[config.mk]
export PLATFORM = sky130hd
export DESIGN_NAME = rocev2_icrc_header_crc
export DESIGN_NICKNAME = d
export VERILOG_FILES = /design/src/icrc_pkg.sv /design/src/icrc_front.sv /design/src/icrc_queue.sv /design/src/icrc_back.sv /design/src/rocev2_icrc_header_crc.sv
export VERILOG_INCLUDE_DIRS = /design/src /design/src/src
export SDC_FILE = /design/constraint.sdc
export NUM_CORES = 1
export LEC_CHECK = 0
export BUFFER_PORTS_ARGS = -buffer_cell sky130_fd_sc_hd__buf_4
export CAP_MARGIN = 20
export CORE_MARGIN = 5
export CORE_UTILIZATION = 52
export DETAILED_ROUTE_END_ITERATION = 10
export GPL_TIMING_DRIVEN = 0
export PLACE_DENSITY = 0.74
export SETUP_SLACK_MARGIN = 0.02
export SYNTH_ARGS = -nofsm -noshare
export SYNTH_HDL_FRONTEND = slang
export SYNTH_HIERARCHICAL = 1
export SYNTH_SLANG_ARGS = --single-unit
[constraint.sdc]
create_clock -name clk -period 3.4 [get_ports clk]
set_input_delay 0 -clock clk [delete_from_list [all_inputs] [get_ports clk]]
set_output_delay 0 -clock clk [all_outputs]
set_load 0.02 [all_outputs]
[src/rocev2_icrc_header_crc_assert.svh]
// ----------------------------------------------------------------------------
// icrc assertion macros
// concurrent checks that compile away when SYNTHESIS is defined
// ----------------------------------------------------------------------------
`ifndef ROCEV2_ICRC_HEADER_CRC_ASSERT_SVH
`define ROCEV2_ICRC_HEADER_CRC_ASSERT_SVH

`ifndef SYNTHESIS
// check on every clock edge outside reset
`define ICRC_ASSERT(label, clk, rst, prop) \
  label: assert property (@(posedge clk) disable iff (rst) (prop)) \
    else $error("%m: check failed");
// check on every clock edge, reset included
`define ICRC_ASSERT_ALWAYS(label, clk, prop) \
  label: assert property (@(posedge clk) (prop)) \
    else $error("%m: check failed");
`else
`define ICRC_ASSERT(label, clk, rst, prop)
`define ICRC_ASSERT_ALWAYS(label, clk, prop)
`endif

`endif

[src/icrc_pkg.sv]
// ----------------------------------------------------------------------------
// icrc_pkg
// shared types, constants and functions of the invariant crc header pass
// ----------------------------------------------------------------------------
`default_nettype none

package icrc_pkg;

  localparam logic [31:0] CRC_POLY   = 32'hEDB8_8320;
  localparam logic [31:0] SEED_RESET = 32'hDEBB_20E3;

  // header layout, byte offsets from the first ip byte
  localparam int unsigned BTH_LENGTH    = 12;
  localparam int unsigned BTH_RSVD_OFS  = 4;
  localparam logic [7:0]  IPV4_HDR_LEN  = 8'd20;
  localparam logic [7:0]  IPV6_HDR_LEN  = 8'd40;
  localparam logic [7:0]  UDP_HDR_LEN   = 8'd8;
  localparam logic [7:0]  UDP_CSUM_OFS  = 8'd6;
  localparam logic [7:0]  POS_MAX       = 8'd255;

  // ipv4 variant bytes
  localparam logic [7:0]  V4_TOS        = 8'd1;
  localparam logic [7:0]  V4_TTL        = 8'd8;
  localparam logic [7:0]  V4_CSUM_HI    = 8'd10;
  localparam logic [7:0]  V4_CSUM_LO    = 8'd11;
  // ipv6 variant bytes
  localparam logic [7:0]  V6_FLOW_LO    = 8'd1;
  localparam logic [7:0]  V6_FLOW_HI    = 8'd3;
  localparam logic [7:0]  V6_HOP_LIMIT  = 8'd7;
  localparam logic [7:0]  V6_PRIO_MASK  = 8'h0F;

  // queue between front and back
  localparam int unsigned QDEPTH = 4;
  localparam int unsigned QPTR_W = $clog2(QDEPTH);
  localparam int unsigned QCNT_W = QPTR_W + 1;

  // config register map
  localparam int unsigned ADDR_W     = 3;
  localparam logic        REG_SEED_IDX = 1'b0;

  typedef struct packed {
    logic [7:0] data;
    logic       first;
    logic       last;
  } icrc_item_t;

  // one byte of the reflected crc-32, eight shift steps unrolled
  function automatic logic [31:0] crc_byte(input logic [31:0] crc_in,
                                           input logic [7:0]  b);
    logic [31:0] c;
    c = crc_in ^ {24'd0, b};
    for (int i = 0; i < 8; i++) begin
      c = c[0] ? ((c >> 1) ^ CRC_POLY) : (c >> 1);
    end
    return c;
  endfunction

  // force variant header fields to ones
  function automatic logic [7:0] mask_byte(input logic [7:0] b,
                                           input logic [7:0] pos,
                                           input logic       v6);
    logic [7:0] udp_base;
    logic [7:0] bth_base;
    logic [7:0] res;
    udp_base = v6 ? IPV6_HDR_LEN : IPV4_HDR_LEN;
    bth_base = udp_base + UDP_HDR_LEN;
    res = b;
    if (pos == udp_base + UDP_CSUM_OFS || pos == udp_base + UDP_CSUM_OFS + 8'd1) begin
      res = 8'hFF;
    end else if (BTH_LENGTH > BTH_RSVD_OFS && pos == bth_base + 8'(BTH_RSVD_OFS)) begin
      res = 8'hFF;
    end else if (v6) begin
      if (pos == 8'd0) begin
        res = b | V6_PRIO_MASK;
      end else if ((pos >= V6_FLOW_LO && pos <= V6_FLOW_HI) || pos == V6_HOP_LIMIT) begin
        res = 8'hFF;
      end
    end else begin
      if (pos == V4_TOS || pos == V4_TTL || pos == V4_CSUM_HI || pos == V4_CSUM_LO) begin
        res = 8'hFF;
      end
    end
    return res;
  endfunction

endpackage

`default_nettype wire

[src/icrc_front.sv]
// ----------------------------------------------------------------------------
// icrc_front
// accepts header bytes, tracks position and ip version, masks variant fields
// ----------------------------------------------------------------------------
`default_nettype none

module icrc_front (
  input  wire logic                  clk,
  input  wire logic                  rst,
  input  wire logic                  s_tvalid,
  output logic                       s_tready,
  input  wire logic [7:0]            s_tdata,
  input  wire logic [1:0]            s_tuser,
  input  wire logic                  s_tlast,
  output logic                       push,
  output icrc_pkg::icrc_item_t       push_item,
  input  wire logic                  q_full
);
  import icrc_pkg::*;

  logic [7:0] pos;
  logic       v6;
  logic [7:0] pos_eff;
  logic       v6_eff;
  logic       accept;

  assign s_tready = !q_full;
  assign accept   = s_tvalid && s_tready;

  // first byte restarts the header at position zero with a fresh version flag
  assign pos_eff = s_tuser[0] ? 8'd0 : pos;
  assign v6_eff  = s_tuser[0] ? s_tuser[1] : v6;

  assign push            = accept;
  assign push_item.data  = mask_byte(s_tdata, pos_eff, v6_eff);
  assign push_item.first = s_tuser[0];
  assign push_item.last  = s_tlast;

  always_ff @(posedge clk) begin
    if (rst) begin
      pos <= 8'd0;
      v6  <= 1'b0;
    end else if (accept) begin
      pos <= (pos_eff == POS_MAX) ? POS_MAX : pos_eff + 8'd1;
      v6  <= v6_eff;
    end
  end

endmodule

`default_nettype wire

[src/icrc_queue.sv]
// ----------------------------------------------------------------------------
// icrc_queue
// short fifo of masked bytes between front and crc back end
// ----------------------------------------------------------------------------
`default_nettype none
`include "rocev2_icrc_header_crc_assert.svh"

module icrc_queue (
  input  wire logic                  clk,
  input  wire logic                  rst,
  input  wire logic                  push,
  input  wire icrc_pkg::icrc_item_t  push_item,
  output logic                       full,
  input  wire logic                  pop,
  output icrc_pkg::icrc_item_t       head,
  output logic                       empty
);
  import icrc_pkg::*;

  icrc_item_t        entries [QDEPTH];
  logic [QPTR_W-1:0] wr_ptr;
  logic [QPTR_W-1:0] rd_ptr;
  logic [QCNT_W-1:0] count;

  assign full  = (count == QCNT_W'(QDEPTH));
  assign empty = (count == '0);
  assign head  = entries[rd_ptr];

  always_ff @(posedge clk) begin
    if (rst) begin
      wr_ptr <= '0;
      rd_ptr <= '0;
      count  <= '0;
    end else begin
      if (push) begin
        wr_ptr <= wr_ptr + 1'b1;
      end
      if (pop) begin
        rd_ptr <= rd_ptr + 1'b1;
      end
      case ({push, pop})
        2'b10:   count <= count + 1'b1;
        2'b01:   count <= count - 1'b1;
        default: count <= count;
      endcase
    end
  end

  always_ff @(posedge clk) begin
    if (push) begin
      entries[wr_ptr] <= push_item;
    end
  end

  `ICRC_ASSERT(a_count_bound, clk, rst, count <= QCNT_W'(QDEPTH))
  `ICRC_ASSERT(a_ptr_count, clk, rst, (wr_ptr - rd_ptr) == count[QPTR_W-1:0])
  `ICRC_ASSERT(a_no_overrun, clk, rst, !(push && full) && !(pop && empty))

endmodule

`default_nettype wire

[src/icrc_back.sv]
// ----------------------------------------------------------------------------
// icrc_back
// crc runs a byte per cycle unless a last byte waits; result held for receiver
// ----------------------------------------------------------------------------
`default_nettype none

module icrc_back (
  input  wire logic                  clk,
  input  wire logic                  rst,
  input  wire logic [31:0]           seed,
  input  wire icrc_pkg::icrc_item_t  head,
  input  wire logic                  empty,
  output logic                       pop,
  output logic                       m_tvalid,
  input  wire logic                  m_tready,
  output logic [31:0]                m_tdata
);
  import icrc_pkg::*;

  logic [31:0] crc;
  logic [31:0] crc_base;
  logic [31:0] crc_new;
  logic        emit;

  // a last byte waits until the result register is free or being taken
  assign pop      = !empty && (!head.last || !m_tvalid || m_tready);
  assign emit     = pop && head.last;
  assign crc_base = head.first ? seed : crc;
  assign crc_new  = crc_byte(crc_base, head.data);

  always_ff @(posedge clk) begin
    if (rst) begin
      crc      <= SEED_RESET;
      m_tvalid <= 1'b0;
    end else begin
      if (pop) begin
        crc <= crc_new;
      end
      if (emit) begin
        m_tvalid <= 1'b1;
      end else if (m_tready) begin
        m_tvalid <= 1'b0;
      end
    end
  end

  always_ff @(posedge clk) begin
    if (emit) begin
      m_tdata <= crc_new;
    end
  end

endmodule

`default_nettype wire

[src/rocev2_icrc_header_crc.sv]
// ----------------------------------------------------------------------------
// rocev2_icrc_header_crc
// invariant crc-32 over the masked ip, udp and bth headers of a rocev2 packet
// ----------------------------------------------------------------------------
// usage:
//   s_* carries one header byte per request, wire order from the first ip
//   byte to the last bth byte. tuser[0] marks the first byte (crc reloads
//   from the seed, position clears, tuser[1] selects ipv6), tlast marks the
//   final transport byte.
//   m_* carries one request per header: the running crc after the last
//   byte, not inverted, ready to continue over the payload.
//   the apb port holds crc_seed at byte address 0; a new seed is used from
//   the next first byte. write it only while no header is in flight.
// byte flow and result path:
//   one byte per cycle while the queue has room; the crc of a last byte
//   reaches m_* through a queue entry and then the result register (the
//   accepting edge writes the queue, a later pop steps the crc into the
//   result register). the rate is set by the 8-bit unrolled crc step.
// reset: queue empties, no result pending, crc and seed go to 0xdebb20e3,
//   position and ip version clear.
// stall: while m_tready is low a result stays put; bytes keep flowing
//   until a further last byte reaches the back end, then the four-entry
//   queue fills and s_tready drops.
// ----------------------------------------------------------------------------
`default_nettype none

module rocev2_icrc_header_crc (
  input  wire logic                        clk,
  input  wire logic                        rst,
  // header byte requests
  input  wire logic                        s_tvalid,
  output logic                             s_tready,
  input  wire logic [7:0]                  s_tdata,  // [7:0] data_byte
  input  wire logic [1:0]                  s_tuser,  // [0] first_byte, [1] is_ipv6
  input  wire logic                        s_tlast,  // last_byte
  // crc result requests
  output logic                             m_tvalid,
  input  wire logic                        m_tready,
  output logic [31:0]                      m_tdata,  // [31:0] header_crc
  // configuration
  input  wire logic                        psel,
  input  wire logic                        penable,
  input  wire logic                        pwrite,
  input  wire logic [icrc_pkg::ADDR_W-1:0] paddr,
  input  wire logic [31:0]                 pwdata,
  output logic [31:0]                      prdata,
  output logic                             pready
);
  import icrc_pkg::*;

  logic        reg_sel;
  logic [31:0] seed;
  logic        push;
  icrc_item_t  push_item;
  logic        q_full;
  logic        pop;
  icrc_item_t  head;
  logic        q_empty;

  // register index is the word address
  assign reg_sel = (paddr[ADDR_W-1] == REG_SEED_IDX);
  assign pready  = 1'b1;
  assign prdata  = reg_sel ? seed : 32'd0;

  always_ff @(posedge clk) begin
    if (rst) begin
      seed <= SEED_RESET;
    end else if (psel && penable && pwrite && pready && reg_sel) begin
      seed <= pwdata;
    end
  end

  // front: position tracking and masking
  icrc_front u_front (
    .clk       (clk),
    .rst       (rst),
    .s_tvalid  (s_tvalid),
    .s_tready  (s_tready),
    .s_tdata   (s_tdata),
    .s_tuser   (s_tuser),
    .s_tlast   (s_tlast),
    .push      (push),
    .push_item (push_item),
    .q_full    (q_full)
  );

  // decoupling queue
  icrc_queue u_queue (
    .clk       (clk),
    .rst       (rst),
    .push      (push),
    .push_item (push_item),
    .full      (q_full),
    .pop       (pop),
    .head      (head),
    .empty     (q_empty)
  );

  // back: crc engine and result register
  icrc_back u_back (
    .clk       (clk),
    .rst       (rst),
    .seed      (seed),
    .head      (head),
    .empty     (q_empty),
    .pop       (pop),
    .m_tvalid  (m_tvalid),
    .m_tready  (m_tready),
    .m_tdata   (m_tdata)
  );

endmodule

`default_nettype wire
* Word level (Yosys, flattened, before mapping)
Memories as Yosys holds them, arrays and structs flattened. A register that Yosys moved wholly into a read port is not among the register bits.
Cells that the tools add are included.
** Operators by class
- Add/subtract/negate cells :: 9
- Multipliers :: 0
- Div/mod/pow operators :: 0
- $lt $le $gt $ge :: 2
- Equality and inequality tests :: 12
- Shifts and indexed selects :: 0
- Multiplexer cells :: 27
- Bitwise logic cells :: 10
- Reductions and logical operators :: 22
** Operators by type and width (count)
- 2-to-1 mux 32 bit :: 10
- inverter 13 -> 14 bit :: 8
- 2-to-1 mux 8 bit :: 8
- XOR 32 x 8 -> 32 bit :: 1
- == test 8 x 4 -> 1 bit, second input constant :: 3
- == test 8 bit :: 3
- adder 8 x 1 -> 8 bit, second input constant :: 2
- adder 8 x 3 -> 8 bit, second input constant :: 2
- adder 8 x 4 -> 8 bit, second input constant :: 1
- == test 8 x 1 -> 1 bit, second input constant :: 1
- == test 8 x 3 -> 1 bit, second input constant :: 1
- == test 8 bit, second input constant :: 1
- >= comparator 8 x 1 -> 1 bit, second input constant :: 1
- less-or-equal comparator 8 x 2 -> 1 bit, second input constant :: 1
- zero test 8 bit :: 1
- logical AND 1 bit :: 7
- logical OR 1 bit :: 7
- 2-to-1 mux 6 bit :: 1
- one-hot mux 3 bit (2 select lines) :: 1
- 2-to-1 mux 1 bit :: 5
- adder 2 x 1 -> 2 bit, second input constant :: 2
- zero test 1 bit :: 4
- 2-to-1 mux 2 bit :: 2
- nonzero test 2 bit :: 2
- other kinds (7) :: 7
** Storage, ports and cells
- Register bits :: 113
- Latch bits :: 0
- Memory bits (writable) :: 40
- Memory bits (read-only) :: 0
- Input bits :: 53
- Output and inout port bits :: 67
- Memories kept :: 1
** Memory list
- u_queue.entries :: words 4, bits a word 10, read ports 1, clocked after memory_dff 1, wr ports 1, RTL line icrc_queue.sv:20 : icrc_item_t entries [QDEPTH];

* Depth between registers and ports, before layout
- Depth after elaboration :: 18
- Mapped depth :: 12

* Cells and area by module
Netlist, hierarchy kept.
** By module, submodules not included
- icrc_back :: times used 1, cells an instance 279, area each 3493.4 um2, sequential area each 1621.6 um2
- icrc_queue :: times used 1, cells an instance 99, area each 1876.8 um2, sequential area each 1381.3 um2
- rocev2_icrc_header_crc :: times used 1, cells an instance 177, area each 1607.8 um2, sequential area each 640.6 um2
- icrc_front :: times used 1, cells an instance 117, area each 834.6 um2, sequential area each 180.2 um2

* Worst setup path after synthesis
OpenSTA, ideal clock, no wires.
- Kind :: register to register
- Start :: register with a tool-made name
- End :: register u_back.crc[19]
- Arrival :: 2821 ps
- Required time :: 3274 ps
- Path slack :: 453 ps
- Cell stages (with the launch flop) :: 10
- Period minus slack after synthesis :: 2947 ps
- Path through :: dfxtp_1 > buf_6 > mux4_2 > buf_4 > mux2i_1 > xnor2_4 > xor2_4 > xor3_2 > nor4b_2 > a211oi_2
** RTL lines
- end signal: assignment :: RTL line icrc_back.sv:37 : crc <= crc_new;
- end: declaration :: RTL line icrc_back.sv:20 : logic [31:0] crc;

==> summary.md <==
In this run, CTS created clock tree buffers numbering 17. The cell accounting for the most synthesized area is edfxtp_1. The number of synthesized flops with an enable pin was 72.

The wire length of the first global-routing pass is 31.1 mm, and the number of distinct library cells after synthesis is 65. The share of the yosys chip area belonging to registers is 48.9%, and the cell row count is 44. The critical path is of the flop to flop type. When the netlist entered floorplanning its net count stood at 736.

Across the routed clock network, the largest skew measured is 0.0163 ns. By area the synthesized netlist is led by edfxtp_1, dfxtp_1, mux2i_1. The clock drives 155 sinks. In this run the remaining antenna-violating nets after routing total 0.

The final number of hold-violating endpoints was 0. The peak supply drop was 0.693 mV. TritonCTS built the clock tree.

The cell count along the critical path was 9. For the clock latency of the later-clocked register in the worst-skew pair, the log shows 0.43 ns. The run gives 0 as the count of inserted antenna diode cells. In the finished design, the share of the clock period the worst path needs comes to 95.8%. 120 I/O pins were placed. The class of the tightest hold or removal check is input port to flop. Clock tree synthesis selected as its root buffer the cell clkbuf_16.

For this block, the routed nets add up to 19.4 mm of wire. The x dimension of the die came out at 133 microns. The critical path ends at u_back/crc[19]. The cell area after synthesis is 7810 sq um. Global routing consumed, over all layers together, 22.6% of the routing resources. The capturing element type of the critical path was a flop.

The synthesized netlist cell count was 672. In the routed design, unresolved DRC markers number 0. Subtracting the final worst setup slack from the clock period gives 3.26 ns.

The violation count after the first detailed-route iteration was 331; the via density per instance was 5.32. For this configuration, the core starts out at a cell density of 53.3%. The required time of the critical path came out at 3.69 ns. For this design, the slowest cell found on the critical path is xor3_2. Counting flops and latches in the post-synthesis netlist gives 155.

Traced cell by cell, the critical path runs through buf_6, mux4_2, buf_4, mux2i_2, xnor2_4, xor2_4, xor3_2, nor4b_2, a211oi_2. In the final routed layout, each cell accounts on average for 18.5 microns. Among all flip-flop cells after synthesis, the most frequent one is dfxtp_1. In the synthesized netlist the async set-or-reset flop fraction comes to 0%. Of the post-synthesis cell area, the dominant cell type holds 27.7%. For the pin with the worst max-slew slack, the measured transition is 0.836 ns. The tools report the global placer's final weighted congestion as 0.870. Entering global routing, the biggest net connects 23 pins.

The number of nets at the end of the flow was 914; the number of buffers and inverters on the critical path was 2. Setup violations remaining at the end of the flow were counted as 0. The cell family with the largest share of critical-path delay was XOR/XNOR gates.

Of the cells placed in the final design, the portion with a size suffix greater than 1 is 24.0%. A synthesized cell averages 11.6 sq um. Measured against its own limit, the worst slew margin works out to 44.3%.

Across the run, the number of max-cap violations was 0. Across all setup checks in the final design, the least slack found is 0.143 ns. The type of element launching the critical path was a flop. For the worst setup path, the data arrival time is 3.55 ns.

For this design the ratio of total power to cell area is 1140 nW/um^2. Measured on the finished design, the core utilization comes to 68.0%. Counting along the longest clock path gives a buffer depth of 2. After clock tree synthesis, the clock-pin slew on the worst setup and hold paths is 0.06 ns. For the worst flop-to-flop path, the logic depth is 9. The terminus of the critical flop-to-flop path is u_back/crc[19]. The H-tree depth is 4. The count of pins over their slew limit was 0; the post-place instance area was 8930 sq um. The number of detailed-routing iterations run before antenna repair was 5.

The post-route cell area is 9950 sq um, and the largest fanout of any net on the critical path is 10. Setup repair after global routing left no endpoint under its margin. The initial antenna violation count was 0; the layout overhead on the synthesized area was 27.4%. The run finished with clean final reports. The setup TNS was 0 ns; the yosys synthesis warning count was 6.

Count of buffers from port buffering: 114. For this design the static power due to leakage is 3.90 nW. Summed over all layers, the global routing overflow is 0. The total area inside the core boundary comes to 14,600 sq um. For the via count, the log shows 5,569.

The die covers 17,600 sq um. For the number of global-route vias before repair, the log shows 5,789. In this run the vertical extent of the chip is 133 microns.

For this run, the slowest stage of the critical path takes 0.59 ns. The worst setup slack before clock tree synthesis is -0.00917 ns. For the placed wire-length estimate after detailed placement, the log shows 14.1 mm. The highest achievable clock rate was 307 MHz; the reg-to-reg setup timing slack was 0.14 ns.
-- flip-flops by register name, summed over array words and instances (netlist names), 2 cells and up, named ones only --
register	cells
u_queue/entries	40
seed	32
u_back/crc	32
u_back/m_tdata	32
u_front/pos	8
u_queue/count	3
u_queue/rd_ptr	2
u_queue/wr_ptr	2
-- how the worst min path moves through the flow --
stage / depth (start not counted) / endpoint / from / slack [ns]
2_1_floorplan: 2 / seed[29] / pwdata[29] / 0.15
3_3_place_gp: 1 / u_queue/entries[1][0] / s_tlast / 0.20
3_5_place_dp: 1 / u_queue/entries[0][0] / s_tlast / 0.21
4_1_cts: 3 / seed[29] / rst / 0.009
5_1_grt: 3 / seed[29] / rst / 0.03
6_report: 3 / seed[29] / rst / 0.01
-- power by group --
group / switching [mW] / leakage, nW / internal (mW) / total [mW]
logic: 3.62 / 2.28 / 2.84 / 6.46
clock network: 0.757 / 0.281 / 1.08 / 1.84
registers: 0.196 / 1.34 / 2.89 / 3.08
-- cells by family after synthesis --
family / after synthesis / synth area share (%)
simple gates: 241 / 15.7
flops: 155 / 48.9
xor+xnor: 77 / 12.9
mux: 75 / 11.5
compound gates: 57 / 5.00
buf+inv: 55 / 4.05
fa+ha+maj: 11 / 1.86
other cells: 1 / 0.0480
-- layout make-up --
cell class,instances,area (sq um)
Buffer,39,258
Clock inverter,14,144
Fill cell,1063,4690
Timing Repair Buffer,159,1320
Clock buffer,18,429
Tap cell,184,230
Multi-Input combinational cell,462,3680
Inverter,16,60.1
Sequential cell,155,3820
-- worst register-to-register path, cell delays in order (launching register included) --
cell      delay (ns)
dfxtp_1         0.33
buf_6           0.19
mux4_2          0.53
buf_4           0.19
mux2i_2         0.19
xnor2_4         0.40
xor2_4          0.38
xor3_2          0.59
nor4b_2         0.27
a211oi_2        0.06
-- cell usage after synthesis (all sizes together) (7+ instances only) --
master,number
nand2,54
and2,12
nor3,11
nand3b,9
xor2,19
nand2b,31
buf,17
a211oi,7
xnor2,51
ha,10
a21oi,21
edfxtp,72
nor2b,34
mux4,10
mux2i,65
inv,14
dfxtp,83
nor2,70
clkbuf,22
o21ai,7
-- repair_timing --
| item | CTS | global route |
|---|---|---|
| setup endpoints to repair | 1 | 2 |
| hold buffers | 44 | 0 |
| setup buffers | 0 | 0 |
| resized for setup | 1 | 2 |
| endpoints found under the hold margin | 86 | 0 |
-- through the flow --
stage | std cells | hold WS (ns) | total power [mW]
after floorplan | 672 | 0.155 | 7.78
after global placement | 970 | 0.200 | 9.28
after detailed placement | 971 | 0.208 | 9.45
after CTS | 1047 | 0.00870 | 11.4
after global routing | 1047 | 0.0257 | 12.0
final | 1047 | 0.0105 | 11.4
-- cells in the final DEF (no fill, tap or decap), types with 3 or more instances in the layout --
cell type and count:
buf_4 121, dfxtp_1 83, edfxtp_1 72, nor2_1 70
mux2i_1 60, nand2_1 54, dlygate4sd3_1 44, xnor2_1 39
nor2b_1 34, nand2b_1 31, clkbuf_1 21, a21oi_1 20
clkbuf_16 17, xor2_1 13, inv_1 13, and2_1 12
nor3_1 11, ha_1 10, mux4_2 10, nand3b_1 9
xnor2_4 8, o21ai_0 7, a211o_1 6, clkinv_2 5
mux2i_2 5, xnor3_1 5, or3_1 5, buf_12 4
xor2_2 4, xnor2_2 4, a211oi_1 4, buf_2 3
inv_6 3, a211oi_2 3
-- metal layers --
layer  GRT usage (%)  part of all wire (%)  up-vias
li1                -                     -     2660
met1            27.0                    40     2693
met2            39.3                    52      185
met3            5.85                   5.4       31
met4            8.14                   2.8        0
met5               0                     0        -
Note: power is estimated with default switching activity, not from simulation.
